--- src/rtl/csvtok_pkg.sv ---
// Package for the CSV byte tokenizer: result and state records, result kinds
// and the character codes the tokenizer reacts to. No dependencies.

package csvtok_pkg;

    localparam logic [1:0] KIND_BYTE     = 2'd0;
    localparam logic [1:0] KIND_CELL_END = 2'd1;
    localparam logic [1:0] KIND_ROW_END  = 2'd2;

    localparam logic [7:0] CH_QUOTE = 8'h22;
    localparam logic [7:0] CH_COMMA = 8'h2C;
    localparam logic [7:0] CH_CR    = 8'h0D;
    localparam logic [7:0] CH_LF    = 8'h0A;

    typedef struct packed {
        logic [1:0]  kind;
        logic [7:0]  out_byte;
        logic [15:0] row_index;
        logic [7:0]  column_index;
        logic [8:0]  max_columns;
        logic        last;
    } result_t;

    typedef struct packed {
        logic        in_quote;
        logic        skip_lf;
        logic [15:0] row_counter;
        logic [7:0]  column_counter;
        logic [8:0]  widest_row;
    } tok_state_t;

endpackage

--- src/rtl/csvtok_step.sv ---
// Tokenizer step logic: from the current state and one input byte, forms up
// to two results and the next state. Depends on csvtok_pkg.

module csvtok_step #(
    parameter int ROW_LIMIT = 65535,
    parameter int COL_LIMIT = 255
) (
    input  csvtok_pkg::tok_state_t cur,
    input  logic [7:0]             in_byte,
    input  logic                   end_of_data,
    output csvtok_pkg::tok_state_t nxt,
    output csvtok_pkg::result_t    res0,
    output logic                   res0_valid,
    output csvtok_pkg::result_t    res1,
    output logic                   res1_valid
);
    import csvtok_pkg::*;

    localparam logic [15:0] ROW_MAX = ROW_LIMIT[15:0];
    localparam logic [7:0]  COL_MAX = COL_LIMIT[7:0];

    tok_state_t mid;
    logic [8:0] cells0;
    logic [8:0] cells1;
    logic [8:0] widest1;

    assign cells0 = {1'b0, cur.column_counter} + 9'd1;

    always_comb begin
        mid            = cur;
        mid.skip_lf    = 1'b0;
        res0_valid     = 1'b0;
        res0.kind         = KIND_BYTE;
        res0.out_byte     = in_byte;
        res0.row_index    = cur.row_counter;
        res0.column_index = cur.column_counter;
        res0.max_columns  = cur.widest_row;
        res0.last         = 1'b0;
        if (cur.skip_lf && in_byte == CH_LF) begin
            res0_valid = 1'b0;
        end else if (cur.in_quote) begin
            if (in_byte == CH_QUOTE) begin
                mid.in_quote = 1'b0;
            end else if (in_byte == CH_CR) begin
                res0_valid    = 1'b1;
                res0.out_byte = CH_LF;
                mid.skip_lf   = 1'b1;
            end else begin
                res0_valid = 1'b1;
            end
        end else begin
            if (in_byte == CH_QUOTE) begin
                mid.in_quote = 1'b1;
            end else if (in_byte == CH_COMMA) begin
                res0_valid    = 1'b1;
                res0.kind     = KIND_CELL_END;
                res0.out_byte = 8'd0;
                if (cur.column_counter < COL_MAX) begin
                    mid.column_counter = cur.column_counter + 8'd1;
                end
            end else if (in_byte == CH_CR || in_byte == CH_LF) begin
                res0_valid    = 1'b1;
                res0.kind     = KIND_ROW_END;
                res0.out_byte = 8'd0;
                if (cells0 > cur.widest_row) begin
                    mid.widest_row = cells0;
                end
                res0.max_columns = mid.widest_row;
                if (cur.row_counter < ROW_MAX) begin
                    mid.row_counter = cur.row_counter + 16'd1;
                end
                mid.column_counter = 8'd0;
                mid.skip_lf        = (in_byte == CH_CR);
            end else begin
                res0_valid = 1'b1;
            end
        end
    end

    assign cells1  = {1'b0, mid.column_counter} + 9'd1;
    assign widest1 = (cells1 > mid.widest_row) ? cells1 : mid.widest_row;

    always_comb begin
        res1_valid        = end_of_data;
        res1.kind         = KIND_ROW_END;
        res1.out_byte     = 8'd0;
        res1.row_index    = mid.row_counter;
        res1.column_index = mid.column_counter;
        res1.max_columns  = widest1;
        res1.last         = 1'b1;
        if (end_of_data) begin
            nxt = '0;
        end else begin
            nxt = mid;
        end
    end

endmodule

--- src/rtl/csv_byte_tokenizer.sv ---
// Top level of the CSV byte tokenizer: stream ports, tokenizer state and a
// three-entry result queue. Depends on csvtok_pkg and csvtok_step.

// One CSV byte is taken per transfer and tokenized in the same cycle; its
// results enter a three-entry result queue and appear on the master side
// in the next cycle at the earliest. A byte gives zero, one or two results
// (two only for the byte that carries end of data), and the master side
// sends one result per cycle, so with m_tready held high the block takes one
// byte every cycle and pauses after an end-of-data byte that produced two
// results. s_tready is high while the queue holds at most one result.

module csv_byte_tokenizer #(
    parameter int MAX_ROWS = 65536,
    parameter int MAX_COLS = 256
) (
    input  logic        aclk,
    input  logic        aresetn,
    input  logic        s_tvalid,
    output logic        s_tready,
    input  logic [7:0]  s_tdata,   // [7:0] in_byte
    input  logic        s_tlast,   // end_of_data
    output logic        m_tvalid,
    input  logic        m_tready,
    output logic [47:0] m_tdata,   // [7:0] out_byte, [23:8] row_index,
                                   // [31:24] column_index, [40:32] max_columns
    output logic [1:0]  m_tuser,   // [1:0] kind
    output logic        m_tlast    // last
);
    import csvtok_pkg::*;

    localparam int ROW_LIM = (MAX_ROWS - 1 > 65535) ? 65535 : MAX_ROWS - 1;
    localparam int COL_LIM = (MAX_COLS - 1 > 255) ? 255 : MAX_COLS - 1;

    tok_state_t state_reg;
    tok_state_t state_next;
    result_t    res0;
    result_t    res1;
    logic       res0_valid;
    logic       res1_valid;

    result_t    queue_reg [3];
    logic [1:0] wr_ptr_reg;
    logic [1:0] rd_ptr_reg;
    logic [1:0] count_reg;
    logic [1:0] wr_ptr_inc;
    logic [1:0] wr_ptr_inc2;
    logic [1:0] rd_ptr_inc;
    logic       in_xfer;
    logic       out_xfer;
    logic       push0;
    logic       push1;
    logic [1:0] push_count;
    result_t    head;

    csvtok_step #(
        .ROW_LIMIT(ROW_LIM),
        .COL_LIMIT(COL_LIM)
    ) u_step (
        .cur        (state_reg),
        .in_byte    (s_tdata),
        .end_of_data(s_tlast),
        .nxt        (state_next),
        .res0       (res0),
        .res0_valid (res0_valid),
        .res1       (res1),
        .res1_valid (res1_valid)
    );

    assign s_tready = (count_reg <= 2'd1);
    assign in_xfer  = s_tvalid && s_tready;
    assign m_tvalid = (count_reg != 2'd0);
    assign out_xfer = m_tvalid && m_tready;

    assign push0      = in_xfer && res0_valid;
    assign push1      = in_xfer && res1_valid;
    assign push_count = {1'b0, push0} + {1'b0, push1};

    assign wr_ptr_inc  = (wr_ptr_reg == 2'd2) ? 2'd0 : wr_ptr_reg + 2'd1;
    assign wr_ptr_inc2 = (wr_ptr_inc == 2'd2) ? 2'd0 : wr_ptr_inc + 2'd1;
    assign rd_ptr_inc  = (rd_ptr_reg == 2'd2) ? 2'd0 : rd_ptr_reg + 2'd1;

    always_ff @(posedge aclk) begin
        if (!aresetn) begin
            state_reg  <= '0;
            wr_ptr_reg <= 2'd0;
            rd_ptr_reg <= 2'd0;
            count_reg  <= 2'd0;
        end else begin
            if (in_xfer) begin
                state_reg <= state_next;
            end
            if (push0 && push1) begin
                wr_ptr_reg <= wr_ptr_inc2;
            end else if (push0 || push1) begin
                wr_ptr_reg <= wr_ptr_inc;
            end
            if (out_xfer) begin
                rd_ptr_reg <= rd_ptr_inc;
            end
            count_reg <= count_reg + push_count - {1'b0, out_xfer};
        end
    end

    // payload: first result at the write pointer, second right after it
    always_ff @(posedge aclk) begin
        if (push0) begin
            queue_reg[wr_ptr_reg] <= res0;
            if (push1) begin
                queue_reg[wr_ptr_inc] <= res1;
            end
        end else if (push1) begin
            queue_reg[wr_ptr_reg] <= res1;
        end
    end

    assign head    = queue_reg[rd_ptr_reg];
    assign m_tdata = {7'd0, head.max_columns, head.column_index, head.row_index,
                      head.out_byte};
    assign m_tuser = head.kind;
    assign m_tlast = head.last;

endmodule
--- config.mk ---
export PLATFORM = sky130hd
export DESIGN_NAME = csv_byte_tokenizer
export DESIGN_NICKNAME = d
export VERILOG_FILES = /design/src/rtl/csvtok_pkg.sv /design/src/rtl/csvtok_step.sv /design/src/rtl/csv_byte_tokenizer.sv
export SDC_FILE = /design/constraint.sdc
export NUM_CORES = 1
export LEC_CHECK = 0
export ABC_AREA = 1
export BUFFER_PORTS_ARGS = -buffer_cell sky130_fd_sc_hd__buf_4
export CAP_MARGIN = 20
export CORE_MARGIN = 5
export CORE_UTILIZATION = 40
export CTS_CLUSTER_DIAMETER = 200
export DETAILED_ROUTE_END_ITERATION = 10
export PLACE_DENSITY = 0.63
export SYNTH_ARGS = -nofsm -noshare
export SYNTH_HDL_FRONTEND = slang
export SYNTH_HIERARCHICAL = 1
export SYNTH_SLANG_ARGS = --single-unit
--- constraint.sdc ---
create_clock -name aclk -period 4.8 [get_ports aclk]
set_clock_uncertainty 0.2 [all_clocks]
set_input_delay 0.24 -clock aclk [delete_from_list [all_inputs] [get_ports aclk]]
set_output_delay 0.24 -clock aclk [all_outputs]
set_load 0.05 [all_outputs]
==> out/metrics.csv <==
metric;value;unit
status;finished clean;
fill cell count;2813;
Seq cells post-synth;175;
post-route ant nets;0;
most common cell after layout, fill and taps aside;nand2_1;
core area;27800;µm²
buffers added on ports;58;
Async SR Flop Fraction;0;%
pwr/cell area;563;nW/µm²
Least-Margin Pin Slew;0.986;ns
Starting Density;40.6;%
Worst Hold Class;in2reg;
Post-DP HPWL;19600;µm
CTS sink cnt;175;
reported leakage power;5.34;nW
multi-input logic area;5170;µm²
critical path fanouts, max;7;
final cell count without fillers;1919;
Clock Root Buffer;clkbuf_16;
row cnt;61;
Max stage delay on crit path;0.39;ns
die area;31700;µm²
Inst Count DP;1880;
Post-synth EDFFs;132;
share of layout cells above drive strength 1;13.0;%
largest net degree at the start of global routing;89;
CP most frequent cell;nand2_1;
drt initial violations;807;
Antenna Cells;0;
cell area after layout;12500;µm²
Tot GR Track Use;19.8;%
post-synth cell types;47;
worst skew pair latency;0.44;ns
Synth area leader;edfxtp_1;
syn_area_per_cell;7.43;µm²
CP Class;reg2reg;
CTS tree;done;
Max H-tree Level;4;
Crit path required time;4.76;ns
top sig layer;met4;
Ys Warns;6;
Max Clk Rate;226;MHz
Post-Syn Instances;1519;
CTS max path bufs;2;
initial antenna violation count;0;
fin nets;1564;
Final period util;92.1;%
Worst Hold Slack;0.0399;ns
most frequent cells in the layout;nand2_1, nor2_1, inv_1;
max reg flops;132;
Routed WL;31300;µm
R2R setup slack;0.38;ns
met1 WL;14300;µm
worst path arrival time;4.38;ns
DR WL met2;14100;µm
first-pass GRT wire length;49200;µm
Seq/Total Area, Yosys;42.8;%
Worst path slowest cell;dfxtp_2;
Hold Path Cell Cnt;3;
mapped cell area;11300;µm²
element type at the critical path end;register;
Startpoint Class;register;
Via density;5.23;
RePlAce Congestion;0.930;
Synth top area share;35.1;%
R2R cell count;28;
final setup fails;0;
routed len/inst;16.3;µm
Total Power;7.02;mW
total number of vias;10031;
DIE WIDTH;178;µm
Pins Over Slew Limit;0;
CTS buffer count;17;
GRT overflow;0;
Die H;178;µm
vias in the first global route;9215;
register area;4830;µm²
MaxCap Viol Count;0;
Met3 Wirelength;2250;µm
area grow syn2layout;10.6;%
clk slew on worst S/H paths;0.07;ns
Primary FF master, synth;edfxtp_1;
I/O pins;66;
Post-DP Area;11800;µm²
Area contributors post-synth;edfxtp_1, nand2_1, dfxtp_1;
max_slew headroom;34.3;%
maximum vdd drop;0.243;mV
Initial DRT Pass Iterations;5;
DR DRC count;0;
Hold Vio Cnt, Final;0;
clock period minus worst slack;4.42;ns
[synth_stat cells (3+ instances only)]
cell type / instances
a21oi_1: 106
buf_1: 6
buf_2: 10
buf_4: 50
clkbuf_1: 47
clkinv_1: 4
conb_1: 3
dfxtp_1: 43
edfxtp_1: 132
ha_1: 22
inv_1: 176
inv_2: 15
nand2_1: 279
nand2_2: 12
nand3_1: 157
nand3_4: 3
nand4_1: 5
nor2_1: 194
nor2_2: 5
nor2_4: 7
nor3_1: 8
nor3_2: 3
o21ai_0: 125
o21ai_1: 65
o21ai_2: 5
xor2_1: 6
[layout make-up]
| cell class | count | area share, % |
|---|---|---|
| Multi-Input combinational cell | 1048 | 41.4 |
| Sequential cell | 175 | 38.7 |
| Tap cell | 378 | 3.79 |
| Inverter | 195 | 5.87 |
| Timing Repair Buffer | 91 | 5.60 |
| Clock inverter | 15 | 1.14 |
| Clock buffer | 17 | 3.41 |
[timing repair]
item,CTS,global route
hold endpoints to repair,2,0
buffers inserted,4,1
pin swaps,1,2
hold buffers,1,0
setup endpoints to repair,3,27
resized for setup,0,15
[final timing paths]
path                  from         endpoint
max reg2reg  state_reg[10]  queue_reg[0][4]
min                aresetn     count_reg[0]
min reg2reg   state_reg[2]     state_reg[2]
max          state_reg[10]  queue_reg[0][4]
[per-stage QoR]
step	utilization [%]	setup TNS, ns	setup slack [ns]
2_1_floorplan	-	0	0.389
3_3_place_gp	42.5	0	0.173
3_5_place_dp	42.5	-0.0518	-0.0395
4_1_cts	44.6	0	0.125
5_1_grt	44.9	-0.0190	-0.0146
6_report	44.9	0	0.377
[worst max-delay path, delay by kind of cell, from the launching register on]
kind                     cells  cell delay [ns]
buffers and inverters        6             0.68
AO/OA/AOI/OAI                6             0.77
flip-flops                   1             0.39
adder cells (fa/ha/maj)      3             0.79
AND/OR/NAND/NOR             13             1.31
[layer usage]
metal / vias up / track usage, %
met2: 350 / 32.4
met4: 0 / 5.70
met3: 34 / 2.79
met1: 4691 / 27.6
li1: 4956 / -
met5: - / 0
[report_power, final]
group / switching (mW) / total [mW] / internal (mW)
sequential: 0.159 / 2.28 / 2.12
clock: 0.685 / 1.38 / 0.692
combinational: 2.44 / 3.36 / 0.921
[cell families (layout without fill, tap and decap cells)]
group,after synthesis,after routing,share of synthesized area (%)
fa+ha+maj,23,23,2.62
flops,175,175,42.8
simple gates,691,691,27.5
xor+xnor,10,10,0.910
buf+inv,312,318,12.3
other cells,3,19,0.0998
compound gates,305,305,13.8
Power figures use the tool's default switching activity.
